`src/hw/rtl/knn_pkg.sv`:
```
// ----------------------------------------------------------------------------
// knn_pkg
// Shared types and constants of the k nearest neighbor finder.
// ----------------------------------------------------------------------------
package knn_pkg;

  localparam int MAX_POINTS = 256;
  localparam int MAX_K      = 8;
  localparam int COORD_W    = 8;

  localparam int PIDX_W = $clog2(MAX_POINTS);
  localparam int CNT_W  = $clog2(MAX_POINTS + 1);
  localparam int KIDX_W = $clog2(MAX_K);
  localparam int K_W    = 4;
  localparam int SQ_W   = 2 * COORD_W;
  localparam int DIST_W = SQ_W + 1;

  localparam int CFG_IDX_W  = 2;
  localparam int CFG_DATA_W = 16;

  // Configuration register indexes.
  localparam logic [CFG_IDX_W-1:0] REG_K_NEIGHBORS = 2'd0;
  localparam logic [CFG_IDX_W-1:0] REG_POINT_COUNT = 2'd1;

  // Request and status codes.
  localparam logic REQ_LOAD  = 1'b0;
  localparam logic REQ_QUERY = 1'b1;
  localparam logic ST_OK     = 1'b0;
  localparam logic ST_RANGE  = 1'b1;

  typedef struct packed {
    logic               req_type;
    logic [PIDX_W-1:0]  point_index;
    logic [COORD_W-1:0] coord_x;
    logic [COORD_W-1:0] coord_y;
  } in_item_t;

  typedef struct packed {
    logic [PIDX_W-1:0] neighbor_index;
    logic [DIST_W-1:0] dist_squared;
    logic [KIDX_W-1:0] rank;
    logic              last;
    logic              status;
  } out_item_t;

  typedef struct packed {
    logic [COORD_W-1:0] x;
    logic [COORD_W-1:0] y;
  } point_t;

  // Control from the sequencer to the best list.
  typedef struct packed {
    logic clr;
    logic ins;
  } best_ctl_t;

endpackage

```
`src/hw/rtl/knn_dist_unit.sv`:
```
// ----------------------------------------------------------------------------
// knn_dist_unit
// Shared squared distance unit: absolute differences, then squares, then sum.
// Two register stages; a tag index travels along with each point.
// ----------------------------------------------------------------------------
module knn_dist_unit (
  input  logic                       clk,
  input  logic                       rst_n,
  input  logic                       in_vld,
  input  logic [knn_pkg::PIDX_W-1:0] in_tag,
  input  knn_pkg::point_t            q_pt,
  input  knn_pkg::point_t            p_pt,
  output logic                       out_vld,
  output logic [knn_pkg::PIDX_W-1:0] out_tag,
  output logic [knn_pkg::DIST_W-1:0] out_dist
);

  logic [knn_pkg::COORD_W-1:0] dx_r, dy_r;
  logic [knn_pkg::PIDX_W-1:0]  tag1_r, tag2_r;
  logic                        vld1_r, vld2_r;
  logic [knn_pkg::SQ_W-1:0]    sqx_r, sqy_r;

  always_ff @(posedge clk) begin
    if (!rst_n) begin
      vld1_r <= 1'b0;
      vld2_r <= 1'b0;
    end else begin
      vld1_r <= in_vld;
      vld2_r <= vld1_r;
    end
  end

  always_ff @(posedge clk) begin
    dx_r   <= (q_pt.x >= p_pt.x) ? q_pt.x - p_pt.x : p_pt.x - q_pt.x;
    dy_r   <= (q_pt.y >= p_pt.y) ? q_pt.y - p_pt.y : p_pt.y - q_pt.y;
    tag1_r <= in_tag;
    sqx_r  <= knn_pkg::SQ_W'(dx_r) * knn_pkg::SQ_W'(dx_r);
    sqy_r  <= knn_pkg::SQ_W'(dy_r) * knn_pkg::SQ_W'(dy_r);
    tag2_r <= tag1_r;
  end

  assign out_vld  = vld2_r;
  assign out_tag  = tag2_r;
  assign out_dist = {1'b0, sqx_r} + {1'b0, sqy_r};

endmodule

```
`config.mk`:
```
export PLATFORM = sky130hd
export DESIGN_NAME = knn_dist_unit
export DESIGN_NICKNAME = d
export VERILOG_FILES = /design/src/hw/rtl/knn_pkg.sv /design/src/hw/rtl/knn_dist_unit.sv
export SDC_FILE = /design/constraint.sdc
export NUM_CORES = 1
export LEC_CHECK = 0
export BUFFER_PORTS_ARGS = -buffer_cell sky130_fd_sc_hd__buf_2
export CORE_UTILIZATION = 50
export CTS_CLUSTER_DIAMETER = 40
export CTS_CLUSTER_SIZE = 8
export DETAILED_ROUTE_END_ITERATION = 10
export GPL_ROUTABILITY_DRIVEN = 0
export PLACE_DENSITY = 0.78
export RECOVER_POWER = 25
export SLEW_MARGIN = 10
export SYNTH_ARGS = -nofsm -noshare
export SYNTH_HDL_FRONTEND = slang
export SYNTH_SLANG_ARGS = --single-unit
```
`constraint.sdc`:
```
create_clock -name clk -period 5.6 [get_ports clk]
set_input_delay 0.28 -clock clk [delete_from_list [all_inputs] [get_ports clk]]
set_output_delay 0.28 -clock clk [all_outputs]
set_load 0.02 [all_outputs]
```
# After elaboration in Yosys (flattened, before gate mapping)
# Cells that the tools add are included.
# W data, S select, Z words.
dict set report op_classes {
  multipliers 2
  n_addsub 5
  n_lt_le_gt_ge 2
  n_mux 2
}
# operator n
set op_table {}
lappend op_table {{$mul A8 B8 Y16} 2}
lappend op_table {{$sub A8 B8 Y8} 4}
lappend op_table {{$add A16 B16 Y17} 1}
lappend op_table {{$ge A8 B8 Y1} 2}
lappend op_table {{$mux W8} 2}
dict set report word_totals {
  register_bits 66
  output_inout_bits 26
  in_bits 43
}

# Longest topological paths before layout
# Gate-level depths: netlist (run 1).
dict set report depth {
  word_depth 2
  depth_mapped 17
}

# Worst setup path before layout (run 1)
# No wires, ideal clock.
dict set report synth_timing {
  path_type {reg-to-reg}
  from {register dy_r[5] in the netlist's numbering}
  to {register sqy_r[15] in the netlist's numbering}
  arrival_time_ns 4.168
  path_slack_ns 1.361
  stages_incl_launch_ff 17
  path_buffers 1
  cell_sequence {dfxtp_1 > clkbuf_1 > inv_1 > nor2_1 > fa_1 > fa_1 > inv_1 > fa_1 > fa_1 > inv_1 > ha_1 > nand3_1 > nor2_1 > nor4b_2 > nor3_1 > a211oi_1 > xor2_1}
}
dict set report synth_between {
  elab_chain_len 1
}
# element line
set synth_rtl {}
lappend synth_rtl {{from (decl)} knn_dist_unit.sv:18} ;# logic [knn_pkg::COORD_W-1:0] dx_r, dy_r;
lappend synth_rtl {{from (signal assigned)} knn_dist_unit.sv:35} ;# dy_r <= (q_pt.y >= p_pt.y) ? q_pt.y - p_pt.y : p_pt.y - q_pt.y;
lappend synth_rtl {{$mul A8 B8 Y16} knn_dist_unit.sv:38} ;# sqy_r <= knn_pkg::SQ_W'(dy_r) * knn_pkg::SQ_W'(dy_r);
lappend synth_rtl {{to (signal assigned)} knn_dist_unit.sv:38}
lappend synth_rtl {{to (decl)} knn_dist_unit.sv:21} ;# logic [knn_pkg::SQ_W-1:0] sqx_r, sqy_r;
# No other way between the ends.
# A chain may end at the register's enable or synchronous reset.

# Final worst setup path (run 1)
# Same ends and word-level chain as after synthesis.

==> results of run 1 <==
through the flow:
| stage | worst slack, ns | std cells |
|---|---|---|
| global route | 0.811 | 944 |
| finish | 1.19 | 944 |
| CTS | 1.17 | 944 |
| global placement | 1.28 | 929 |
| floorplan | 1.36 | 704 |
| detailed placement | 1.18 | 929 |
per-layer routing:
metal / part of all wire, % / vias up / global-route usage (%)
met1: 48 / 2162 / 23.3
met5: 0 / - / 0
met3: 3.8 / 14 / 2.82
li1: - / 2410 / -
met2: 46 / 100 / 31.7
met4: 1.8 / 0 / 7.01
area by class of cell:
cell class / instances / area (um^2) / share of cell area [%]
flip-flops and latches: 64 / 1280 / 17.7
well taps: 172 / 215 / 2.97
clock inverters: 4 / 45.0 / 0.622
clock buffers: 11 / 243 / 3.35
inverters: 132 / 495 / 6.84
repair buffers: 68 / 338 / 4.67
multi-input cells: 493 / 4620 / 63.8
final timing paths:
kind                            startpoint          to  slack, ns
worst max-delay path               dy_r[5]   sqy_r[15]       1.19
worst min register to register   tag1_r[5]  out_tag[5]       0.32
worst min-delay path             in_tag[5]   tag1_r[5]       0.05
worst max register to register     dy_r[5]   sqy_r[15]       1.19
state kept, by name, indices dropped and copies added, names as in the netlist:
register  cells
sqx_r        15
sqy_r        15
dx_r          8
dy_r          8
out_tag       8
tag1_r        8
out_vld       1
vld1_r        1
placed cells by master (no fill, tap or decap), types with 3 or more instances in the layout:
cell and n:
nand2_1 24, ha_1 105, nand3_1 4, fa_1 54, nor2_1 25, nand4_1 5
o21ai_0 19, nor2b_1 13, clkbuf_1 3, xor2_1 21, nor3_1 3, a31oi_1 6
inv_1 132, clkinv_2 3, o21bai_1 7, a21o_1 19, dfxtp_1 64, a41oi_1 3
a21oi_1 37, nand2b_1 10, a211oi_1 3, o21a_1 8, and2_1 40, mux2i_1 16
o21ai_1 5, buf_2 66, clkbuf_16 9, o22ai_1 3, and4_1 3, xnor2_1 35
cell families after synthesis:
logic type,after synthesis,share of synthesized area (%)
mux,16,2.48
fa+ha+maj,159,37.1
xor+xnor,56,7.59
flops,64,19.8
buf+inv,147,8.58
simple gates,139,11.8
compound gates,123,12.6
==> summary.md, run 1 <==
| Metric | Value |
|---|---|
| Crit. path cell count | 15 |
| All-Layer GR Usage | 18.4% |
| Chip width | roughly 120 um |
| Die Y | 116 um |
| Hold_ws | 0.0513 ns |
| Post-DP HPWL | 9.44 mm |
| Cts hold-fix bufs | 0 |
| Placement Cell Area | 6960 um^2 |
| Gate Count Post-Synth | 704 |
| Async set-reset flop share out of synthesis | 0% |
| Setup violators final | 0 |
| Worst Path Arrival | 4.68 ns |
| Worst skew pair latency | 0.33 ns |
| Avg Cell Area, Syn | 9.17 um^2 |
| Rel. slew slack | between 60% and 70% |
| Crit Path Class | reg2reg |
| H-tree levels | 3 |
| Drc violations | 0 |
| Cts repair resizes | 0 |
| Hold Path Class | in2reg |
| Starting DRT DRC Count | 186 |
| Number of synthesized flops with an enable pin | 0 |
| Congestion Overflow GR | 0 |
| CTS root buf | clkbuf_16 |
| Row count | 41 |
| Yosys warns | 0 |
| Most area-consuming cells after synthesis | ha_1 (20%), dfxtp_1 (20%), fa_1 (17%) |
| Max-cap viol count | 0 |
| Crit path cell chain | inv_1 > nor2_1 > fa_1 > fa_1 > inv_1 > fa_1 > fa_1 > inv_1 > ha_1 > nand3_1 > nor2_1 > nor4b_2 > nor3_1 > a211oi_1 > xor2_1 |
| Crit path max fanout | 9 |
| Ys flop type | dfxtp_1 |
| Status | complete, no violations |
| TritonRoute pass-1 iters | 4 |
| Detailed-route wire length | 11.1 mm |
| Critical Path Max Stage Delay | 0.54 ns |
| Clock buffer depth | 2 |
| Clk pin slew, worst setup/hold paths | 0.05 ns |
| Clock skew | 0.00796 ns |
| RSZ-0062 raised after global routing | false |
| Top cell type's share of synthesized area | 20.3% |
| Most instantiated cells after synthesis | inv_1 (132), ha_1 (105), dfxtp_1 (64) |
| Net count after synthesis | around 910 |
| Fin. Hold Viols | 0 |
| # Post-CTS Setup Buffers | 0 |
| Final nets | 970 |
| Buffer and inverter count on the worst path | 3 |
| Core footprint | 12,600 um^2 |
| Vias in the first global route | 4,622 |
| Most numerous cell in the Yosys netlist | inv_1 |
| Nature of the critical path endpoint | flip-flop |
| R2r worst-path depth | 15 |
| Slew @ Worst Pin | roughly 0.47 ns |
| Minimum clock period | 4.41 ns |
| Fin area | 7240 um^2 |
| Tcrit/Tclk final | 78.8% |
| Library cells used by synthesis | between 40 and 50 |
| Max Fclk | 227 MHz |
| Slowest CP cell | fa_1 |
| Antenna violations before repair | 0 |
| Global-route wire length before repair | 19.6 mm |
| Flops & latches, synth | between 60 and 70 |
| Starting Density | 51.2% |
| Port buffer count | 68 |
| Mapped cell area | around 6500 um^2 |
| Detail Route Antenna Nets | 0 |
| CTS Buf Count | 9 |
| Hold Path Stages | 1 |
| Element type at the critical path start | flip-flop |
| Ant. Diodes | 0 |
| Die Area | 13,400 um^2 |
| Most used cell, CP | fa_1 |
| Clock Sinks | 64 |
| WL/cell | 11.8 um |
| Cell taking the most area after synthesis | ha_1 |
| I/O Pins | 69 |
| Setup TNS Final | 0 ns |
| Req. time, crit path | 5.86 ns |
| Max Slew Vio Count | 0 |
| Vias/cell | 4.96 |
| CP delay by family, top | adder cells |
| Largest net degree at the start of global routing | 12 |
| Final core utilization | 57.4% |
| Via count | 4,686 |
| CTS tree | built |
| P&R area growth vs syn | 12.1% |
| Fillers | 1,179 |
| Share of layout cells above drive strength 1 | 11.8% |
| Register area share after synthesis | between 15 and 20% |
Power of run 1 is left out: the tool's default activity adds up to more than one toggle a clock period on the data nets, which glitch-free logic cannot reach.
==> run 2, diff against run 1 <==
--- a/config.mk
+++ b/config.mk
@@ -5,13 +5,14 @@
 export SDC_FILE = /design/constraint.sdc
 export NUM_CORES = 1
 export LEC_CHECK = 0
+export ABC_AREA = 1
 export BUFFER_PORTS_ARGS = -buffer_cell sky130_fd_sc_hd__buf_2
 export CORE_UTILIZATION = 50
 export CTS_CLUSTER_DIAMETER = 40
 export CTS_CLUSTER_SIZE = 8
 export DETAILED_ROUTE_END_ITERATION = 10
 export GPL_ROUTABILITY_DRIVEN = 0
-export PLACE_DENSITY = 0.78
+export PLACE_DENSITY = 0.8
 export RECOVER_POWER = 25
 export SLEW_MARGIN = 10
 export SYNTH_ARGS = -nofsm -noshare
==> constraint.sdc (replaced) <==
create_clock -name clk -period 3.6 [get_ports clk]
set_input_delay 0.18 -clock clk [delete_from_list [all_inputs] [get_ports clk]]
set_output_delay 0.18 -clock clk [all_outputs]
set_load 0.02 [all_outputs]
==> run 2 against run 1 <==
Compared with the run above: critical path depth decreased by 1; sequential cell count unchanged; final cell count up 47%; via count is 43% higher; count of clock-buffer cells in the layout decreased by 2; register-to-register slack got worse by 1.1 ns; utilization grew 5.2 points; sequential share of layout area down 3.2 points; non-clock buffer count is 49 higher; final area is 26% higher; worst hold slack got worse by 0.037 ns; worst setup slack got worse by 1.1 ns; critical endpoint is now sqx_r[15]; highest routed layer unchanged.
==> summary.md, run 2 <==
| Metric | Value |
|---|---|
| Ys flop type | dfxtp_1 |
| Net count after synthesis | 1,289 (+42%) |
| Fillers | 1,242 (+5.3%) |
| Worst Path Arrival | 3.80 ns (-0.88 ns) |
| WL/cell | 11.8 um (+0.14%) |
| Status | complete, no violations |
| Final core utilization | 62.6% (+5.2 points) |
| Biggest regs | sqx_r (15), sqy_r (15) |
| All-Layer GR Usage | 21.2% (+2.7 points) |
| Via count | 6,700 (+43%) |
| Library cells used by synthesis | 35 (-26%) |
| Avg Cell Area, Syn | 6.91 um^2 (-25%) |
| CP delay by family, top | adder cells |
| CTS Buf Count | 9 (unchanged) |
| Max-cap viol count | 0 (unchanged) |
| Slowest CP cell | fa_1 |
| CTS tree | built |
| Tcrit/Tclk final | 98.9% (+20 points) |
| Most area-consuming cells after synthesis | ha_1 (17%), dfxtp_1 (17%), nand2_1 (15%) |
| Antenna violations before repair | 0 (unchanged) |
| Max Fclk | 281 MHz (+24%) |
| Die Y | 125 um (+7.7%) |
| Minimum clock period | 3.56 ns (-0.850 ns) |
| TritonRoute pass-1 iters | 5 (+1) |
| Element type at the critical path start | flip-flop |
| H-tree levels | 3 (unchanged) |
| Gate Count Post-Synth | 1,087 (+54%) |
| Multi-input gate area | 5460 um^2 (+18%) |
| Most used cell, CP | fa_1 |
| Final nets | 1,396 (+44%) |
| Register area | 1320 um^2 (+3.3%) |
| Crit path max fanout | 5 (-4) |
| Flops & latches, synth | 64 (unchanged) |
| Post-DP HPWL | 13.0 mm (+38%) |
| Port buffer count | 68 (unchanged) |
| Nature of the critical path endpoint | flip-flop |
| Die Area | 15,500 um^2 (+16%) |
| Register area share after synthesis | 17.0% (-2.8 points) |
| Top cell type's share of synthesized area | 17.5% (-2.9 points) |
| Chip width | 125 um (+7.7%) |
| I/O Pins | 69 (unchanged) |
| Hold Path Class | in2reg |
| Crit path cell chain | nand2_4 > fa_1 > inv_2 > fa_1 > inv_2 > fa_1 > fa_1 > inv_2 > ha_4 > nand2_4 > nor2_2 > nand3_2 > nand4_1 > nand2_1 |
| Core footprint | 14,600 um^2 (+16%) |
| Fin. Hold Viols | 0 (unchanged) |
| Setup violators final | 0 (unchanged) |
| Commonest cells after routing, fill and taps aside | nand2_1 (266), inv_1 (264), ha_1 (96) |
| Number of synthesized flops with an enable pin | 0 (unchanged) |
| Async set-reset flop share out of synthesis | 0% (unchanged) |
| Most numerous cell in the Yosys netlist | nand2_1 |
| Most instantiated cells after synthesis | nand2_1 (294), inv_1 (279), ha_1 (105) |
| Buffer and inverter count on the worst path | 3 (unchanged) |
| Req. time, crit path | 3.84 ns (-2.02 ns) |
| Vias/cell | 4.84 (-2.4%) |
| Clock Sinks | 64 (unchanged) |
| Largest net degree at the start of global routing | 14 (+2) |
| Yosys warns | 0 (unchanged) |
| Detailed-route wire length | 16.3 mm (+47%) |
| Clock buffer depth | 2 (unchanged) |
| Crit Path Class | reg2reg |
| RSZ-0062 raised after global routing | true |
| P&R area growth vs syn | 21.4% |
| Ant. Diodes | 0 (unchanged) |
| Congestion Overflow GR | 0 (unchanged) |
| Clock skew | 0.00669 ns (-0.00127 ns) |
| Critical Path Max Stage Delay | 0.54 ns (about the same) |
| Detail Route Antenna Nets | 0 (unchanged) |
| Share of layout cells above drive strength 1 | 20.5% (+8.7 points) |
| Mapped cell area | 7520 um^2 (+16%) |
| Vias in the first global route | 6,489 (+40%) |
| Starting DRT DRC Count | 244 (+31%) |
| Rel. slew slack | 78.7% (+10 points) |
| Drc violations | 0 (unchanged) |
| Global-route wire length before repair | 27.2 mm (+39%) |
| Worst skew pair latency | 0.34 ns (about the same) |
| Cell taking the most area after synthesis | ha_1 |
| Most common cell after layout, fill and taps aside | nand2_1 |
| CTS root buf | clkbuf_16 |
| Slew @ Worst Pin | 0.319 ns (-0.153 ns) |
| Row count | 44 (+7.3%) |
| Starting Density | 51.5% (+0.34 points) |
| Clk pin slew, worst setup/hold paths | 0.06 ns (about the same) |
| Max Slew Vio Count | 0 (unchanged) |
## run 2: layer usage
layer  routed length (um)  GRT usage (%)  vias up
li1                     -              -     3458
met1                 6850           24.6     3016
met2                 8330           38.6      187
met3                  646           2.84       39
met4                  475           9.07        0
met5                    0              0        -
## run 2: cell families (layout without fill, tap and decap cells)
| group | Yosys count | in the layout | share of synthesized area (%) |
|---|---|---|---|
| AO/OA/AOI/OAI | 59 | 59 | 4.39 |
| AND/OR/NAND/NOR | 457 | 457 | 26.1 |
| buffers and inverters | 302 | 414 | 15.2 |
| XOR/XNOR | 45 | 45 | 5.24 |
| multiplexers | 1 | 1 | 0.133 |
| adder cells (fa/ha/maj) | 159 | 159 | 31.9 |
| flip-flops | 64 | 64 | 17.0 |
## run 2: repair_timing
action,CTS,global route
buffers inserted,0,2
cloned,0,0
setup endpoints to repair,9,17
endpoints found under the hold margin,8,0
gates resized for setup,18,104
pin swaps,5,49
hold buffers,8,0
## run 2: path summary, 6_finish.rpt
| check | startpoint | end | slack (ns) | depth (start not counted) |
|---|---|---|---|---|
| setup / recovery | dx_r[2] | sqx_r[15] | 0.04 | 14 |
| hold reg to reg | tag1_r[6] | out_tag[6] | 0.32 | 0 |
| setup reg to reg | dx_r[2] | sqx_r[15] | 0.04 | 14 |
| hold / removal | in_vld | vld1_r | 0.01 | 3 |
## run 2: area by class of cell
class                           count  area share [%]
Clock buffer                        9            2.47
Inverter                          281            11.6
Timing Repair Buffer              117            7.98
Clock inverter                      7            1.12
Sequential cell                    64            14.5
Tap cell                          184            2.52
Multi-Input combinational cell    721            59.8
## run 2: stage by stage
step | hold slack (ns) | std cells | cell area, um^2 | TNS, ns | worst slack (ns)
after floorplan | 0.208 | 1087 | 7590 | 0 | 0.0247
after global placement | 0.287 | 1357 | 8330 | -0.0134 | -0.0134
after detailed placement | 0.284 | 1357 | 8330 | -0.575 | -0.123
after CTS | 0.00703 | 1381 | 8800 | -0.0310 | -0.0236
after global routing | 0.0248 | 1383 | 9130 | -0.570 | -0.103
final | 0.0141 | 1383 | 9130 | 0 | 0.0384
## run 2: tightest hold or removal path, cell delays in order
cell     delay, ns
buf_2         0.08
nand2_1       0.04
inv_1         0.04
Power of run 2 is left out for the same reason.
==> run 3, diff against run 2 <==
--- a/config.mk
+++ b/config.mk
@@ -5,7 +5,6 @@
 export SDC_FILE = /design/constraint.sdc
 export NUM_CORES = 1
 export LEC_CHECK = 0
-export ABC_AREA = 1
 export BUFFER_PORTS_ARGS = -buffer_cell sky130_fd_sc_hd__buf_2
 export CORE_UTILIZATION = 50
 export CTS_CLUSTER_DIAMETER = 40
==> run 3 against run 2 <==
Compared with the run above: worst setup slack worse by 0.39 ns; sequential cell count stayed put; utilization is 4.2 points higher; final area is 7.7% lower; global-route usage is 0.51 points higher; routed wire length is 17% lower; clock skew hardly changed; the run now ends with setup timing left; critical path type unchanged.
==> summary.md, run 3 (same netlist as run 1, synthesis figures left out) <==
| Metric | Value |
|---|---|
| H-tree levels | 3 (unchanged) |
| Nature of the critical path endpoint | flip-flop |
| Via count | 5,112 (-24%) |
| Crit path max fanout | 5 (unchanged) |
| Detailed-route wire length | 13.6 mm (-17%) |
| Most common cell after layout, fill and taps aside | inv_1 |
| Worst r2r src | dx_r[4] |
| Placement Cell Area | 7660 um^2 (-8.1%) |
| CTS Buf Count | 9 (unchanged) |
| Congestion Overflow GR | 0 (unchanged) |
| Global-route wire length before repair | 22.6 mm (-17%) |
| Detail Route Antenna Nets | 0 (unchanged) |
| Crit Path Class | reg2reg |
| Vias/cell | 4.92 (+1.5%) |
| Fin. Hold Viols | 0 (unchanged) |
| CTS tree | built |
| Die Y | 116 um (-7.2%) |
| Antenna violations before repair | 0 (unchanged) |
| Final nets | 1,065 (-24%) |
| RSZ-0062 raised after global routing | true |
| TritonRoute pass-1 iters | 4 (-1) |
| Commonest cells after routing, fill and taps aside | inv_1 (119), ha_1 (97), buf_4 (82) |
| Max Slew Vio Count | 0 (unchanged) |
| Slowest CP cell | fa_1 |
| Hold_ws | 0.0450 ns (+0.0309 ns) |
| Status | finished with violations |
| Port buffer count | 68 (unchanged) |
| Most used cell, CP | fa_1 |
| Clk pin slew, worst setup/hold paths | 0.06 ns (about the same) |
| Worst Path Arrival | 4.23 ns (+0.43 ns) |
| Req. time, crit path | 3.87 ns (+0.03 ns) |
| Share of layout cells above drive strength 1 | 30.4% (+9.9 points) |
| Max-cap viol count | 0 (unchanged) |
| Clock Sinks | 64 (unchanged) |
| Drc violations | 0 (unchanged) |
| CTS root buf | clkbuf_16 |
| Final worst slack | -0.354 ns (-0.393 ns) |
| Post-DP HPWL | 10.4 mm (-20%) |
| Critical Path Max Stage Delay | 0.56 ns (+0.02 ns) |
| Rel. slew slack | 66.4% (-12 points) |
| Hold Path Class | in2reg |
| Clock buffer depth | 2 (unchanged) |
| Min-Delay Startpoint | in_vld |
| Chip width | 116 um (-7.2%) |
| Setup violators final | 12 (+12) |
| Biggest regs | sqx_r (15), sqy_r (15) |
| Largest net degree at the start of global routing | 13 (-1) |
| Clock skew | 0.00699 ns (+0.000308 ns) |
| Crit path cell chain | inv_4 > fa_1 > inv_2 > fa_1 > inv_1 > fa_1 > fa_1 > inv_2 > ha_4 > o21a_4 > a2111oi_4 > o21bai_1 > a211oi_2 > xor2_1 |
| WL/cell | 13.1 um (+11%) |
| Failing checks | setup timing |
| Row count | 41 (-6.8%) |
| Starting DRT DRC Count | 170 (-30%) |
| P&R area growth vs syn | 30.4% |
| Element type at the critical path start | flip-flop |
| Core footprint | 12,600 um^2 (-13%) |
| Tcrit/Tclk final | 110% (+11 points) |
| Starting Density | 51.2% (-0.34 points) |
| All-Layer GR Usage | 21.7% (+0.51 points) |
| Worst skew pair latency | 0.34 ns (about the same) |
| Max Fclk | 253 MHz (-9.9%) |
| Fin area | 8420 um^2 (-7.7%) |
| I/O Pins | 69 (unchanged) |
| Minimum clock period | 3.95 ns (+0.393 ns) |
| Slew @ Worst Pin | 0.502 ns (+0.183 ns) |
| Crit path launch | dx_r[4] |
| Die Area | 13,400 um^2 (-14%) |
| Vias in the first global route | 5,247 (-19%) |
| Ant. Diodes | 0 (unchanged) |
## run 3: cell count changes in the layout (fill, tap and decap cells not counted), sizes merged, moves of 16 or more
cell	delta
and2	+40
buf	+44
inv	-151
nand2	-272
nand3	-66
nor2	-40
xnor2	+16
## run 3: per-stage QoR
stage | utilization (%) | instances | worst slack, ns | TNS, ns
2_1_floorplan | - | 704 | -0.188 | -0.714
5_1_grt | 66.7 | 1040 | -0.528 | -4.54
4_1_cts | 65.6 | 1036 | -0.291 | -2.02
3_3_place_gp | 60.7 | 1003 | -0.342 | -2.56
6_report | 66.7 | 1040 | -0.354 | -2.58
3_5_place_dp | 60.7 | 1003 | -0.434 | -3.36
## run 3: metal layers
metal | vias to the layer above | wire, um | GRT usage [%]
met5 | - | 0 | 0
met4 | 0 | 233 | 7.09
met3 | 22 | 511 | 4.34
li1 | 2611 | - | -
met1 | 2385 | 5940 | 25.6
met2 | 94 | 6910 | 39.3
## run 3: worst max-delay path, delay by kind of cell, from the launching register on
kind | cells | cell delay [ns]
xor gates and xnor gates | 1 | 0.16
buffers and inverters | 4 | 0.20
DFF | 1 | 0.39
adders and majority gates | 5 | 2.25
AOI/OAI and AO/OA | 4 | 0.88
## run 3: path summary, 6_finish.rpt
| path | to | slack, ns | cells after the start |
|---|---|---|---|
| setup / recovery | sqx_r[15] | -0.35 | 14 |
| hold / removal | vld1_r | 0.04 | 2 |
| setup reg to reg | sqx_r[15] | -0.35 | 14 |
| hold reg to reg | out_tag[1] | 0.32 | 0 |
## run 3: repair_timing
item	CTS	global route
pin swaps	32	19
cloned	0	0
endpoints found under the hold margin	8	0
buffers inserted	9	5
gates resized for setup	54	26
endpoints found under the setup margin	13	15
hold buffers	8	0
## run 3: layout make-up
class	instances	area, um^2
Tap cell	172	215
Clock buffer	11	264
Timing Repair Buffer	163	1100
Fill cell	1003	4200
Multi-Input combinational cell	493	4950
Sequential cell	64	1320
Inverter	132	508
Clock inverter	5	62.6
Power of run 3 is left out for the same reason.
