`src/hw/rtl/knn_pkg.sv`:
```
// ----------------------------------------------------------------------------
// knn_pkg
// Shared types and constants of the k nearest neighbor finder.
// ----------------------------------------------------------------------------
package knn_pkg;

  localparam int MAX_POINTS = 256;
  localparam int MAX_K      = 8;
  localparam int COORD_W    = 8;

  localparam int PIDX_W = $clog2(MAX_POINTS);
  localparam int CNT_W  = $clog2(MAX_POINTS + 1);
  localparam int KIDX_W = $clog2(MAX_K);
  localparam int K_W    = 4;
  localparam int SQ_W   = 2 * COORD_W;
  localparam int DIST_W = SQ_W + 1;

  localparam int CFG_IDX_W  = 2;
  localparam int CFG_DATA_W = 16;

  // Configuration register indexes.
  localparam logic [CFG_IDX_W-1:0] REG_K_NEIGHBORS = 2'd0;
  localparam logic [CFG_IDX_W-1:0] REG_POINT_COUNT = 2'd1;

  // Request and status codes.
  localparam logic REQ_LOAD  = 1'b0;
  localparam logic REQ_QUERY = 1'b1;
  localparam logic ST_OK     = 1'b0;
  localparam logic ST_RANGE  = 1'b1;

  typedef struct packed {
    logic               req_type;
    logic [PIDX_W-1:0]  point_index;
    logic [COORD_W-1:0] coord_x;
    logic [COORD_W-1:0] coord_y;
  } in_item_t;

  typedef struct packed {
    logic [PIDX_W-1:0] neighbor_index;
    logic [DIST_W-1:0] dist_squared;
    logic [KIDX_W-1:0] rank;
    logic              last;
    logic              status;
  } out_item_t;

  typedef struct packed {
    logic [COORD_W-1:0] x;
    logic [COORD_W-1:0] y;
  } point_t;

  // Control from the sequencer to the best list.
  typedef struct packed {
    logic clr;
    logic ins;
  } best_ctl_t;

endpackage

```
`src/hw/rtl/knn_best_list.sv`:
```
// ----------------------------------------------------------------------------
// knn_best_list
// Sorted list of the best candidates so far, ascending distance.
// An insert shifts the larger entries down by one slot.
// ----------------------------------------------------------------------------
module knn_best_list (
  input  logic                       clk,
  input  logic                       rst_n,
  input  knn_pkg::best_ctl_t         ctl,
  input  logic [knn_pkg::K_W-1:0]    k_sat,
  input  logic [knn_pkg::DIST_W-1:0] ins_dist,
  input  logic [knn_pkg::PIDX_W-1:0] ins_idx,
  input  logic [knn_pkg::KIDX_W-1:0] rd_sel,
  output logic [knn_pkg::DIST_W-1:0] rd_dist,
  output logic [knn_pkg::PIDX_W-1:0] rd_idx,
  output logic [knn_pkg::K_W-1:0]    cnt
);

  logic [knn_pkg::DIST_W-1:0] dist_r [knn_pkg::MAX_K];
  logic [knn_pkg::PIDX_W-1:0] idx_r  [knn_pkg::MAX_K];
  logic [knn_pkg::K_W-1:0]    cnt_r;
  logic [knn_pkg::MAX_K-1:0]  lt;

  // Empty slots hold all ones, which no real distance reaches, so the
  // compare vector is monotonic over the used slots.
  always_comb begin
    for (int i = 0; i < knn_pkg::MAX_K; i++) begin
      lt[i] = ins_dist < dist_r[i];
    end
  end

  always_ff @(posedge clk) begin
    if (!rst_n) begin
      cnt_r <= '0;
      for (int i = 0; i < knn_pkg::MAX_K; i++) begin
        dist_r[i] <= '1;
        idx_r[i]  <= '0;
      end
    end else if (ctl.clr) begin
      cnt_r <= '0;
      for (int i = 0; i < knn_pkg::MAX_K; i++) begin
        dist_r[i] <= '1;
        idx_r[i]  <= '0;
      end
    end else if (ctl.ins) begin
      for (int i = 0; i < knn_pkg::MAX_K; i++) begin
        if ((i < int'(k_sat)) && lt[i]) begin
          if (i == 0) begin
            dist_r[i] <= ins_dist;
            idx_r[i]  <= ins_idx;
          end else if (!lt[i-1]) begin
            dist_r[i] <= ins_dist;
            idx_r[i]  <= ins_idx;
          end else begin
            dist_r[i] <= dist_r[i-1];
            idx_r[i]  <= idx_r[i-1];
          end
        end
      end
      if (cnt_r < k_sat) begin
        cnt_r <= cnt_r + 1'b1;
      end
    end
  end

  assign rd_dist = dist_r[rd_sel];
  assign rd_idx  = idx_r[rd_sel];
  assign cnt     = cnt_r;

endmodule

```
`config.mk`:
```
export PLATFORM = sky130hd
export DESIGN_NAME = knn_best_list
export DESIGN_NICKNAME = d
export VERILOG_FILES = /design/src/hw/rtl/knn_pkg.sv /design/src/hw/rtl/knn_best_list.sv
export SDC_FILE = /design/constraint.sdc
export NUM_CORES = 1
export LEC_CHECK = 0
export BUFFER_PORTS_ARGS = -buffer_cell sky130_fd_sc_hd__buf_2
export CAP_MARGIN = 5
export CELL_PAD_IN_SITES_DETAIL_PLACEMENT = 1
export CELL_PAD_IN_SITES_GLOBAL_PLACEMENT = 2
export CORE_AREA = 2 2 201 203
export DETAILED_ROUTE_END_ITERATION = 8
export DIE_AREA = 0 0 203 205
export PLACE_DENSITY = 0.87
export SLEW_MARGIN = 20
export SYNTH_ARGS = -nofsm -noshare
export SYNTH_HDL_FRONTEND = slang
export SYNTH_SLANG_ARGS = --single-unit
```
`constraint.sdc`:
```
create_clock -name clk -period 3.8 [get_ports clk]
set_input_delay 0.38 -clock clk [delete_from_list [all_inputs] [get_ports clk]]
set_output_delay 0.38 -clock clk [all_outputs]
set_load 0.03 [all_outputs]
```
**Word-level counts from Yosys, hierarchy flattened**

Memory sizes are Yosys's and may differ from the RTL's.
Index checks and enable logic that the tools add are counted.

- Register bits after elaboration: 4
- RAM bits: 200
- Input port bits: 36
- Output and inout port bits: 29
- Word-level logic and storage cells: 217
- Memories: 2

Memories:

| memory | depth | width | read ports | clocked after Yosys merged registers in | wr ports | line | source |
|---|---|---|---|---|---|---|---|
| dist_r | 8 | 17 | 9 | 0 | 8 | knn_best_list.sv:19 | `logic [knn_pkg::DIST_W-1:0] dist_r [knn_pkg::MAX_K];` |
| idx_r | 8 | 8 | 8 | 0 | 8 | knn_best_list.sv:20 | `logic [knn_pkg::PIDX_W-1:0] idx_r [knn_pkg::MAX_K];` |

- $add $sub $neg: 1
- Magnitude comparators: 17
- Multiplexer cells: 139
- Bitwise logic cells: 47
- Reductions and logical operators: 10

Operators by type and width:

| kind | number |
|---|---|
| two-way mux 17 bit | 23 |
| two-way mux 8 bit | 23 |
| less-than comparator 17 bit | 8 |
| two-way mux 1 bit | 93 |
| bitwise OR 1 bit | 46 |
| less-than comparator 3 x 4 -> 1 bit (first input constant) | 4 |
| logical AND 1 bit | 8 |
| less-than comparator 1 x 4 -> 1 bit (first input constant) | 2 |
| less-than comparator 2 x 4 -> 1 bit (first input constant) | 2 |
| adder 4 x 1 -> 4 bit (second input constant) | 1 |
| less-than comparator 4 bit | 1 |
| AND reduction 2 bit | 1 |
| OR reduction 2 bit | 1 |
| NOT 1 bit | 1 |

**Longest topological paths before layout**

Gate-level depths: netlist of run 1.

- Word-level depth: 9
- Depth in mapped cells: 10

**Worst setup path before layout of run 1**

Ideal clock, no wire load.

- Path type: input to register
- From: in ins_dist[12] in the netlist's numbering
- To: mem dist_r[6][0] in the netlist's numbering, enable pin
- Library setup time: 442 ps
- Arrival: 3637 ps
- Slack: -279 ps
- Stages: 8
- Path through: ha_1 -> and4_1 -> a221oi_2 -> o21a_1 -> buf_2 -> buf_1 -> nand3_1 -> o21ai_0

RTL lines:

| item | line | source |
|---|---|---|
| start, declared | knn_best_list.sv:11 | `input logic [knn_pkg::DIST_W-1:0] ins_dist,` |
| end, declared | knn_best_list.sv:19 |  |

==> out/qor.txt, run 1 <==
POWER AND IR DROP
---------------------------------------------------------------------------------
Clock group share of total power                                            43.1%
Sw Pwr                                                                    1.35 mW
Static leakage                                                            6.62 nW
Total power per unit cell area                                        334 nW/um^2
Switching fraction of total power                                           25.2%
Portion of total power attributed to combinational logic                    10.4%
Pwr Total                                                                 5.37 mW
Sequential share of power                                                   46.5%
Cell-internal power                                                       4.02 mW
VDD IR max                                                               0.276 mV

CLOCK NETWORK
---------------------------------------------------------------------------------
Worst-path clk slew                                                         60 ps
Clock tree from TritonCTS                                                     yes
Largest buffer count on any clock path                                          3
H-tree Lvls                                                                     1
Clock insertion delay at the later pin of the skew report                  540 ps
TritonCTS sink count                                                          204
Cell at the root of the clock tree                                      clkbuf_16
Number of gates resized after CTS                                               0
Number of buffers created by CTS                                               24
Number of hold buffers added after CTS                                          0
Number of buffers inserted by post-CTS setup repair                             0

SYNTH
---------------------------------------------------------------------------------
Post-synthesis cell type count                                                 55
Largest area contributor in the synthesized netlist                      edfxtp_1
Share of async-settable or async-resettable flops after synthesis              0%
Count of flip-flops with a built-in enable after synthesis                    175
Top post-synthesis cells by area                                     edfxtp_1 (37%), ha_1 (11%), mux4_2 (7.8%), o21ai_0 (7.2%), nand3_1 (4.9%)
Part of the Yosys area used for sequential elements                         40.6%
Post-Synthesis Cell Area                                              14,400 um^2
Most common flop cell mapped by yosys                                    edfxtp_1
Number of warnings printed during yosys synthesis                               0
Instance count of the mapped netlist                                        1,441
Post-synth net total                                                        1,609
Portion of synthesized cell area occupied by the leading cell type          36.5%
Seq cells post-synth                                                          204
Post-Syn Area per Cell                                                  9.98 um^2

FLOORPLANNING
---------------------------------------------------------------------------------
Floorplan die area                                                    41,600 um^2
Effective utilization at floorplan                                          36.5%
Floorplan core area                                                   39,400 um^2
Height of the die                                                          205 um
Chip Width                                                                 203 um
Number of ports placed on the die boundary                                     65
Num rows                                                                       73

WORST SETUP PATH
---------------------------------------------------------------------------------
Type of element launching the critical path                              register
Worst Setup SP                                                       dist_r[0][10]
Setup slack of the worst register-to-register path                         890 ps
Data required time at the worst endpoint                                  4100 ps
Chain of cells forming the critical path                             inv_1 -> ha_1 -> a211o_1 -> o211ai_1 -> a21oi_1 -> o21a_2 -> o21ai_0 -> o311ai_0
Nature of the critical path endpoint                                     register
Arrival time at the worst endpoint                                        3210 ps
Max stage delay on crit path                                               920 ps
Max Fanout on Critical Path                                                    66
Critical register-to-register path startpoint                        dist_r[0][10]
Setup CP Type                                                        register to register
Cell with the largest stage delay on the worst path                        o21a_2

STA
---------------------------------------------------------------------------------
Final count of pins violating max slew                                          0
Count of endpoints failing setup in the final report                            0
Final setup skew                                                          17.0 ps
Slew at the pin closest to its max-slew limit                             1120 ps
Final min period                                                          2910 ps
Unrepaired setup endpoints after global routing                             false
Max Fclk                                                                  343 MHz
Slew HR                                                                     25.2%
Share of the clock period used by the worst path                            76.7%
Final setup TNS                                                              0 ps
Count of final hold-check violations                                            0

CELLS AND AREA
---------------------------------------------------------------------------------
Fill cell instance count of the final layout                                4,401
Commonest non-fill, non-tap cell in the layout                            o21ai_0
Area added between synthesis and finish                                     11.7%
# diodes                                                                        0
Total area of sequential cells                                          5840 um^2
Fraction of final layout cells with drive strength greater than 1           14.9%
Nets@finish                                                                 1,635
Area of combinational cells with multiple inputs                        7630 um^2
Most frequent cells in the layout                                    o21ai_0 (204), edfxtp_1 (175), nand3_1 (141), inv_1 (132), ha_1 (132)

ROUTING
---------------------------------------------------------------------------------
DRC marker count from the first detailed-route iteration                      817
Initial DRT Pass Iterations                                                     5
DR vias/cell                                                                 5.92
Number of routed nets with antenna violations                                   0
WL final                                                                43,900 um
Drt wl/cell                                                               21.9 um
Routed vias                                                                11,901
DRC violations left                                                             0

GLOBAL ROUTE
---------------------------------------------------------------------------------
Maximum number of pins on one net before global-route repair                   67
Initial antenna violation count                                                 0
Gr ovfl total                                                                   0
Overall routing resource usage                                              21.0%
Vias in the first global route                                             12,038
Wire length of the first global-routing pass                            69,000 um

HOLD PATH
---------------------------------------------------------------------------------
Type of the most critical hold path                                  primary input to register
Hold wc startpoint                                                     ins_idx[1]

OUTCOME
---------------------------------------------------------------------------------
Status                                                                  completed

PLACED DESIGN
---------------------------------------------------------------------------------
Count of input and output buffers                                              64
Placer congestion estimate                                                  0.848
HPWL reported at the end of detailed placement                          34,200 um

RUN
---------------------------------------------------------------------------------
Reported max-cap violation count                                                0

sequential cells by signal, summed over array words and instances, names as in the netlist:
register / cells
dist_r: 136
idx_r: 64
cnt: 4
through the flow:
| stage | utilization (%) | hold slack, ps | instances | instance area, um^2 | worst slack (ps) |
|---|---|---|---|---|---|
| after global placement | 38.8 | 473 | 1966 | 15300 | 635 |
| after CTS | 40.8 | 216 | 2010 | 16100 | 829 |
| after global routing | 40.8 | 245 | 2010 | 16100 | 665 |
| final | 40.8 | 236 | 2010 | 16100 | 886 |
| after floorplan | - | 464 | 1441 | 14400 | 392 |
| after detailed placement | 38.8 | 484 | 1966 | 15300 | 600 |
Yosys cell counts, types with 16 or more instances:
library cell,n
o21ai_0,206
edfxtp_1,175
nand3_1,141
ha_1,132
inv_1,132
a21oi_1,90
clkbuf_1,80
nand2_1,62
mux4_2,50
o311ai_0,48
o211ai_1,45
nor2_1,30
dfxtp_1,29
a211oi_1,27
buf_2,22
nor4_1,20
nand4_1,16
routing by layer:
metal	vias up	track usage, %	share of wire, %	wire length (um)
met1	5982	27.1	43	19000
met5	-	0	0	0
met3	70	2.39	4.4	1920
met4	0	6.88	3.2	1420
met2	263	36.8	49	21600
li1	5586	-	-	-
power by group through the flow:
| stage | Combinational [mW] | Clock [mW] | Sequential [mW] |
|---|---|---|---|
| final | 0.559 | 2.31 | 2.50 |
| after global routing | 0.615 | 2.42 | 2.50 |
| after detailed placement | 0.558 | 0 | 2.54 |
| after CTS | 0.563 | 2.34 | 2.50 |
| after global placement | 0.538 | 0 | 2.54 |
| after floorplan | 0.333 | 0 | 2.53 |
worst max-delay path: cells and delay by family (launching register included):
kind                       cells  cell delay (ps)
AOI/OAI and AO/OA              6             1950
DFF                            1              320
adders and majority gates      1              310
buffers and inverters          1               90
path summary, 6_finish.rpt:
| check | to | cells past startpoint |
|---|---|---|
| hold reg to reg | dist_r[0][4] | 2 |
| setup reg to reg | dist_r[1][4] | 8 |
| setup / recovery | dist_r[1][4] | 8 |
| hold / removal | idx_r[0][1] | 3 |
layout make-up:
| cell class | instances | share of cell area, % |
|---|---|---|
| flip-flops and latches | 204 | 36.3 |
| clock buffers | 40 | 4.56 |
| clock inverters | 4 | 0.273 |
| well taps | 525 | 4.09 |
| multi-input cells | 996 | 47.5 |
| repair buffers | 109 | 4.19 |
| inverters | 132 | 3.08 |
cell families (layout without fill, tap and decap cells):
logic type | Yosys count | count (layout) | synth area share (%)
AOI/OAI and AO/OA | 478 | 478 | 20.8
muxes | 69 | 69 | 9.23
xor gates and xnor gates | 3 | 3 | 0.183
buffers and inverters | 241 | 285 | 6.69
DFF | 204 | 204 | 40.6
adders and majority gates | 132 | 132 | 11.5
and+or+nand+nor | 314 | 314 | 11.0
(Power assumes the default switching activity.)
==> inputs of run 2 (changes only) <==
--- a/config.mk
+++ b/config.mk
@@ -9,10 +9,10 @@
 export CAP_MARGIN = 5
 export CELL_PAD_IN_SITES_DETAIL_PLACEMENT = 1
 export CELL_PAD_IN_SITES_GLOBAL_PLACEMENT = 2
-export CORE_AREA = 2 2 201 203
+export CORE_AREA = 2 2 191 193
 export DETAILED_ROUTE_END_ITERATION = 8
-export DIE_AREA = 0 0 203 205
-export PLACE_DENSITY = 0.87
+export DIE_AREA = 0 0 193 195
+export PLACE_DENSITY = 0.91
 export SLEW_MARGIN = 20
 export SYNTH_ARGS = -nofsm -noshare
 export SYNTH_HDL_FRONTEND = slang
==> constraint.sdc (replaced) <==
create_clock -name clk -period 3.1 [get_ports clk]
set_input_delay 0.31 -clock clk [delete_from_list [all_inputs] [get_ports clk]]
set_output_delay 0.31 -clock clk [all_outputs]
set_load 0.03 [all_outputs]
==> run 2 against run 1 <==
Effect of this change: sequential share of layout area fell by 0.54 points; clock-buffer cell count fell by 2; final cell count fell by 1.6%; register-to-register slack got worse by 500 ps; fmax rose by 7.3%; die area fell by 9.6%; worst setup slack got worse by 500 ps; via count rose by 4.7%; wire length rose by 5.6%; first-iteration DRC count rose by 28%; clock power rose by 26%; hold slack got worse by 78 ps.
==> out/qor.txt, run 2 (same netlist as run 1, synthesis figures left out) <==
CLOCK NETWORK
--------------------------------------------------------------------------------
TritonCTS sink count                                                         204   unchanged
Clock insertion delay at the later pin of the skew report                 540 ps   about the same
Worst-path clk slew                                                        60 ps   about the same
Number of buffers created by CTS                                              25   +4.2%
Largest buffer count on any clock path                                         3   unchanged
Number of buffers inserted by post-CTS setup repair                            0   unchanged
Clock tree from TritonCTS                                                    yes
H-tree Lvls                                                                    1   unchanged
Cell at the root of the clock tree                                     clkbuf_16

GLOBAL ROUTE
--------------------------------------------------------------------------------
Wire length of the first global-routing pass                           72,600 um   +5.2%
Initial antenna violation count                                                1   +1
Maximum number of pins on one net before global-route repair                  61   -9.0%
Gr ovfl total                                                                  0   unchanged
Overall routing resource usage                                             24.8%   +3.7 points
Vias in the first global route                                            12,857   +6.8%

WORST SETUP PATH
--------------------------------------------------------------------------------
Max Fanout on Critical Path                                                   12   -82%
Setup CP Type                                                       register to register
Critical register-to-register path startpoint                       dist_r[6][12]
Type of element launching the critical path                             register
Worst Setup SP                                                      dist_r[6][12]
Nature of the critical path endpoint                                    register
Arrival time at the worst endpoint                                       3080 ps   -130 ps
Data required time at the worst endpoint                                 3460 ps   -640 ps

FLOORPLANNING
--------------------------------------------------------------------------------
Effective utilization at floorplan                                         40.6%   +4.1 points
Floorplan core area                                                  35,400 um^2   -10%
Height of the die                                                         195 um   -4.9%
Num rows                                                                      69   -5.5%
Chip Width                                                                193 um   -4.9%
Floorplan die area                                                   37,600 um^2   -9.6%
Number of ports placed on the die boundary                                    65   unchanged

STA
--------------------------------------------------------------------------------
Share of the clock period used by the worst path                           87.6%   +11 points
Final setup TNS                                                             0 ps   unchanged
Count of endpoints failing setup in the final report                           0   unchanged
Final min period                                                         2710 ps   -199 ps
Final setup skew                                                         12.3 ps   -4.72 ps
Slew HR                                                                    24.0%   -1.2 points
Final count of pins violating max slew                                         0   unchanged
Count of final hold-check violations                                           0   unchanged
Setup WS post-layout                                                      385 ps   -501 ps
Slew at the pin closest to its max-slew limit                            1140 ps   +18.3 ps
Unrepaired setup endpoints after global routing                            false
Max Fclk                                                                 368 MHz   +7.3%

ROUTING
--------------------------------------------------------------------------------
Highest Signal Layer                                                        met4
Routed vias                                                               12,461   +4.7%
Number of routed nets with antenna violations                                  0   unchanged
DRC violations left                                                            0   unchanged
Met2 WL post-DR                                                        22,100 um   +2.2%
Drt wl/cell                                                              23.5 um   +7.3%
DR vias/cell                                                                6.30   +6.4%
Wire length the detailed router placed on met1                         19,700 um   +3.8%
DRC marker count from the first detailed-route iteration                   1,042   +28%
Initial DRT Pass Iterations                                                    5   unchanged
WL final                                                               46,400 um   +5.6%
Amount of wire on met3 after detailed routing                            2880 um   +50%

POWER AND IR DROP
--------------------------------------------------------------------------------
Sequential share of power                                                  45.7%   -0.8 points
Switching fraction of total power                                          25.6%   +0.42 points
Cell-internal power                                                      5.00 mW   +24%
Portion of total power attributed to combinational logic                   10.9%   +0.5 points
VDD IR max                                                              0.325 mV   +18%
Total power per unit cell area                                       412 nW/um^2   +23%
Sw Pwr                                                                   1.72 mW   +27%
Pwr Total                                                                6.72 mW   +25%
Clock group share of total power                                           43.4%   +0.3 points
Static leakage                                                           6.82 nW   +3.0%

PLACED DESIGN
--------------------------------------------------------------------------------
Count of input and output buffers                                             64   unchanged
Placement-stage cell area                                            15,500 um^2   +1.5%
Number of cells after detailed placement                                   1,933   -1.7%
Pre-CTS worst setup slack                                              -0.108 ps   -600 ps
HPWL reported at the end of detailed placement                         35,800 um   +4.6%
Placer congestion estimate                                                 0.863   +1.8%

CELLS AND AREA
--------------------------------------------------------------------------------
Top register by number of flip-flops                                      dist_r
Nets@finish                                                                1,667   +2.0%
Area added between synthesis and finish                                    13.4%
Commonest non-fill, non-tap cell in the layout                           o21ai_0
Max FFs per register                                                         136   unchanged
Fraction of final layout cells with drive strength greater than 1          16.7%   +1.8 points
Final instance area                                                  16,300 um^2   +1.5%
Most frequent cells in the layout                                   o21ai_0 (204), edfxtp_1 (175), nand3_1 (141), inv_1 (132), ha_1 (132)
Filler-free cell count of the finished design                              1,978   -1.6%

OUTCOME
--------------------------------------------------------------------------------
Status                                                                 completed

RUN
--------------------------------------------------------------------------------
Reported max-cap violation count                                               0   unchanged

HOLD PATH
--------------------------------------------------------------------------------
Type of the most critical hold path                                 primary input to register
Hold wc startpoint                                                    ins_idx[6]

==> run 2: per-stage QoR <==
| stage | hold slack, ps | utilization [%] |
|---|---|---|
| floorplan | 457 | - |
| global placement | 470 | 43.8 |
| detailed placement | 482 | 43.8 |
| CTS | 140 | 46.1 |
| global route | 164 | 46.1 |
| finish | 159 | 46.1 |
==> run 2: final cells by class <==
type	instances	area, um^2
multi-input cells	996	7630
fillers	3966	19100
well taps	461	577
inverters	132	495
flip-flops and latches	204	5840
diodes	1	2.50
repair buffers	140	981
clock buffers	38	704
clock inverters	6	82.6
==> run 2: worst paths after layout <==
path                   end  slack [ps]  cells past startpoint
min reg2reg   dist_r[0][7]         480                      2
max          dist_r[7][13]         390                      9
min            idx_r[0][6]         160                      3
max reg2reg  dist_r[7][13]         390                      9
==> run 2: layer usage <==
metal	global-route usage (%)	up-vias
met5	0	-
li1	-	5660
met2	41.5	415
met1	33.1	6298
met4	8.73	0
met3	2.77	88
==> run 2: repair_timing <==
action | 4_1_cts | 5_1_grt
resized for setup | 0 | 1
endpoints found under the setup margin | 0 | 1
hold endpoints to repair | 0 | 0
hold buffers | 0 | 0
==> run 2: worst max-delay path: stages (launching register included) <==
cell and delay [ps]:
edfxtp_1 430, inv_1 70, ha_1 300, and4_1 240
nand2_1 90, nor2_1 250, o21a_1 560, buf_4 300
nor4_1 80, o21ai_0 220
==> run 2: power by group through the flow <==
stage / Clock [mW] / Sequential, mW / Combinational [mW]
floorplan: 0 / 3.11 / 0.408
global placement: 0 / 3.12 / 0.691
detailed placement: 0 / 3.12 / 0.721
CTS: 2.95 / 3.07 / 0.727
global route: 3.04 / 3.07 / 0.792
finish: 2.92 / 3.07 / 0.731
==> inputs of run 3 (changes only) <==
--- a/config.mk
+++ b/config.mk
@@ -13,6 +13,7 @@
 export DETAILED_ROUTE_END_ITERATION = 8
 export DIE_AREA = 0 0 193 195
 export PLACE_DENSITY = 0.91
+export SETUP_SLACK_MARGIN = 0.5
 export SLEW_MARGIN = 20
 export SYNTH_ARGS = -nofsm -noshare
 export SYNTH_HDL_FRONTEND = slang
==> run 3 against run 2 <==
Effect of this change: clock-buffer cell count fell by 8; final cell count down 0.51%; fmax increased by 7.1%; clock skew down 0.79 ps; first-iteration DRC count decreased by 8.5%; sequential share of layout area about the same; sequential power hardly changed; total power decreased by 4.2%; wire length down 1.4%.
==> out/qor.txt, run 3 (same netlist as run 1, synthesis figures left out) <==
WORST SETUP PATH
---------------------------------------------------------------------------------
Chain of cells forming the critical path                             inv_1 -> ha_1 -> and4_1 -> a221oi_4 -> o21a_2 -> nand3_1 -> o21ai_4 -> buf_6
Kind of cell adding the most delay to the critical path              compound AO/OA/AOI/OAI gates
Setup slack of the worst register-to-register path                         570 ps   +180 ps
Worst reg2reg path depth                                                        8   -1
Type of element launching the critical path                              register
Number of buffer and inverter instances along the worst setup path              2   unchanged
Cell with the largest stage delay on the worst path                      edfxtp_1
Max Fanout on Critical Path                                                    17   +5
Arrival time at the worst endpoint                                        2760 ps   -320 ps
Number of cells on the critical path                                            8   -1
Max stage delay on crit path                                               450 ps   -110 ps
Nature of the critical path endpoint                                     register
Data required time at the worst endpoint                                  3320 ps   -140 ps
Setup CP Type                                                        register to register

ROUTING
---------------------------------------------------------------------------------
DRC marker count from the first detailed-route iteration                      953   -8.5%
Routed vias                                                                12,194   -2.1%
Drt wl/cell                                                               23.2 um   -0.93%
Number of routed nets with antenna violations                                   0   unchanged
WL final                                                                45,700 um   -1.4%
Initial DRT Pass Iterations                                                     5   unchanged
DRC violations left                                                             0   unchanged
DR vias/cell                                                                 6.20   -1.6%

CELLS AND AREA
---------------------------------------------------------------------------------
Total area of sequential cells                                          5840 um^2   unchanged
Most frequent cells in the layout                                    o21ai_0 (202), edfxtp_1 (175), nand3_1 (140), inv_1 (132), ha_1 (132)
Area of combinational cells with multiple inputs                        7760 um^2   +1.8%
Fill cell instance count of the final layout                                3,982   +0.40%
Final instance area                                                   16,300 um^2   about the same
Commonest non-fill, non-tap cell in the layout                            o21ai_0
Area added between synthesis and finish                                     13.3%   about the same
Top register by number of flip-flops                                       dist_r
Fraction of final layout cells with drive strength greater than 1           17.3%   +0.63 points
Max FFs per register                                                          136   unchanged
# diodes                                                                        0   -1
Nets@finish                                                                 1,659   -0.48%

CLOCK NETWORK
---------------------------------------------------------------------------------
Cell at the root of the clock tree                                      clkbuf_16
TritonCTS sink count                                                          204   unchanged
H-tree Lvls                                                                     1   unchanged
Largest buffer count on any clock path                                          3   unchanged
Clock insertion delay at the later pin of the skew report                  530 ps   about the same
Number of buffers created by CTS                                               24   -4.0%
Clock tree from TritonCTS                                                     yes
Worst-path clk slew                                                         60 ps   about the same

HOLD PATH
---------------------------------------------------------------------------------
Type of the most critical hold path                                  primary input to register
Cell count of the worst hold path                                               3   unchanged

POWER AND IR DROP
---------------------------------------------------------------------------------
Static leakage                                                            6.75 nW   -1.0%
Total power per unit cell area                                        395 nW/um^2   -4.2%
VDD IR max                                                               0.360 mV   +11%
Pwr Total                                                                 6.43 mW   -4.2%

GLOBAL ROUTE
---------------------------------------------------------------------------------
Overall routing resource usage                                              24.1%   -0.63 points
Maximum number of pins on one net before global-route repair                   49   -20%
Vias in the first global route                                             12,211   -5.0%
Wire length of the first global-routing pass                            70,700 um   -2.6%
Gr ovfl total                                                                   0   unchanged
Initial antenna violation count                                                 0   -1

PLACED DESIGN
---------------------------------------------------------------------------------
Placer congestion estimate                                                  0.877   +1.6%
Placement-stage cell area                                             15,500 um^2   -0.37%
HPWL reported at the end of detailed placement                          35,200 um   -1.5%
Pre-CTS worst setup slack                                                  227 ps   +227 ps
Count of input and output buffers                                              64   unchanged

FLOORPLANNING
---------------------------------------------------------------------------------
Floorplan core area                                                   35,400 um^2   unchanged
Floorplan die area                                                    37,600 um^2   unchanged
Chip Width                                                                 193 um   unchanged
Num rows                                                                       69   unchanged
Height of the die                                                          195 um   unchanged
Number of ports placed on the die boundary                                     65   unchanged
Effective utilization at floorplan                                          40.6%   unchanged

STA
---------------------------------------------------------------------------------
Final count of pins violating max slew                                          0   unchanged
Max Fclk                                                                  395 MHz   +7.1%
Final setup TNS                                                              0 ps   unchanged
Final min period                                                          2530 ps   -181 ps
Count of endpoints failing setup in the final report                            0   unchanged
Count of final hold-check violations                                            0   unchanged
Final setup skew                                                          11.5 ps   -0.786 ps
Share of the clock period used by the worst path                            81.7%   -5.8 points
Unrepaired setup endpoints after global routing                             false
Slew at the pin closest to its max-slew limit                             1230 ps   +85.7 ps
Slew HR                                                                     17.9%   -6.1 points
Setup WS post-layout                                                       566 ps   +181 ps

OUTCOME
---------------------------------------------------------------------------------
Status                                                                  completed

RUN
---------------------------------------------------------------------------------
Reported max-cap violation count                                                0   unchanged

[run 3: changes by cell type in the layout (fill, tap and decap cells not counted), sizes merged]
cell      delta
nand2        +1
clkinv       +7
diode        -1
bufinv       -2
buf          -8
clkinvlp     +1
clkbuf       -8
[run 3: final cells by class]
| class | instances | area share, % |
|---|---|---|
| clock buffers | 30 | 3.95 |
| clock inverters | 12 | 0.338 |
| inverters | 132 | 3.04 |
| multi-input cells | 997 | 47.6 |
| flip-flops and latches | 204 | 35.8 |
| well taps | 461 | 3.54 |
| repair buffers | 132 | 5.71 |
[run 3: worst register-to-register path, cell delays in order (launching register included)]
cell      delay [ps]
edfxtp_1         450
inv_1             90
ha_1             230
and4_1           250
a221oi_4         390
o21a_2           250
nand3_1          150
o21ai_4          190
buf_6            210
[run 3: power breakdown]
part	internal, mW	total, mW	switching, mW	leakage [nW]
Combinational	0.246	0.735	0.489	4.65
Clock	1.46	2.63	1.17	0.343
Sequential	3.03	3.07	0.0372	1.76
[run 3: repair_timing]
action,CTS,global route
endpoints found under the hold margin,0,0
buffers inserted,0,2
hold buffers,0,0
cloned,0,1
endpoints found under the setup margin,30,231
gates resized for setup,3,26
pin swaps,0,1
[run 3: path summary, 6_finish.rpt]
kind | end | start
worst max-delay path | dist_r[6][4] | dist_r[6][12]
worst min-delay path | idx_r[0][4] | ins_idx[4]
worst max register to register | dist_r[6][4] | dist_r[6][12]
worst min register to register | dist_r[0][15] | dist_r[0][15]
[run 3: metrics by stage]
step / instances / utilization (%) / hold WS [ps]
after floorplan: 1441 / - / 457
after global placement: 1923 / 43.7 / 472
after detailed placement: 1923 / 43.7 / 484
after CTS: 1965 / 45.7 / 142
after global routing: 1968 / 46.1 / 167
final: 1968 / 46.1 / 164
[run 3: per-layer routing]
layer  vias to the layer above  global-route usage (%)  share of wire (%)
met2                       331                    41.0                 49
met4                         0                    6.12                2.4
met3                        61                    2.79                5.7
met1                      6169                    32.7                 43
li1                       5633                       -                  -
met5                         -                       0                  0
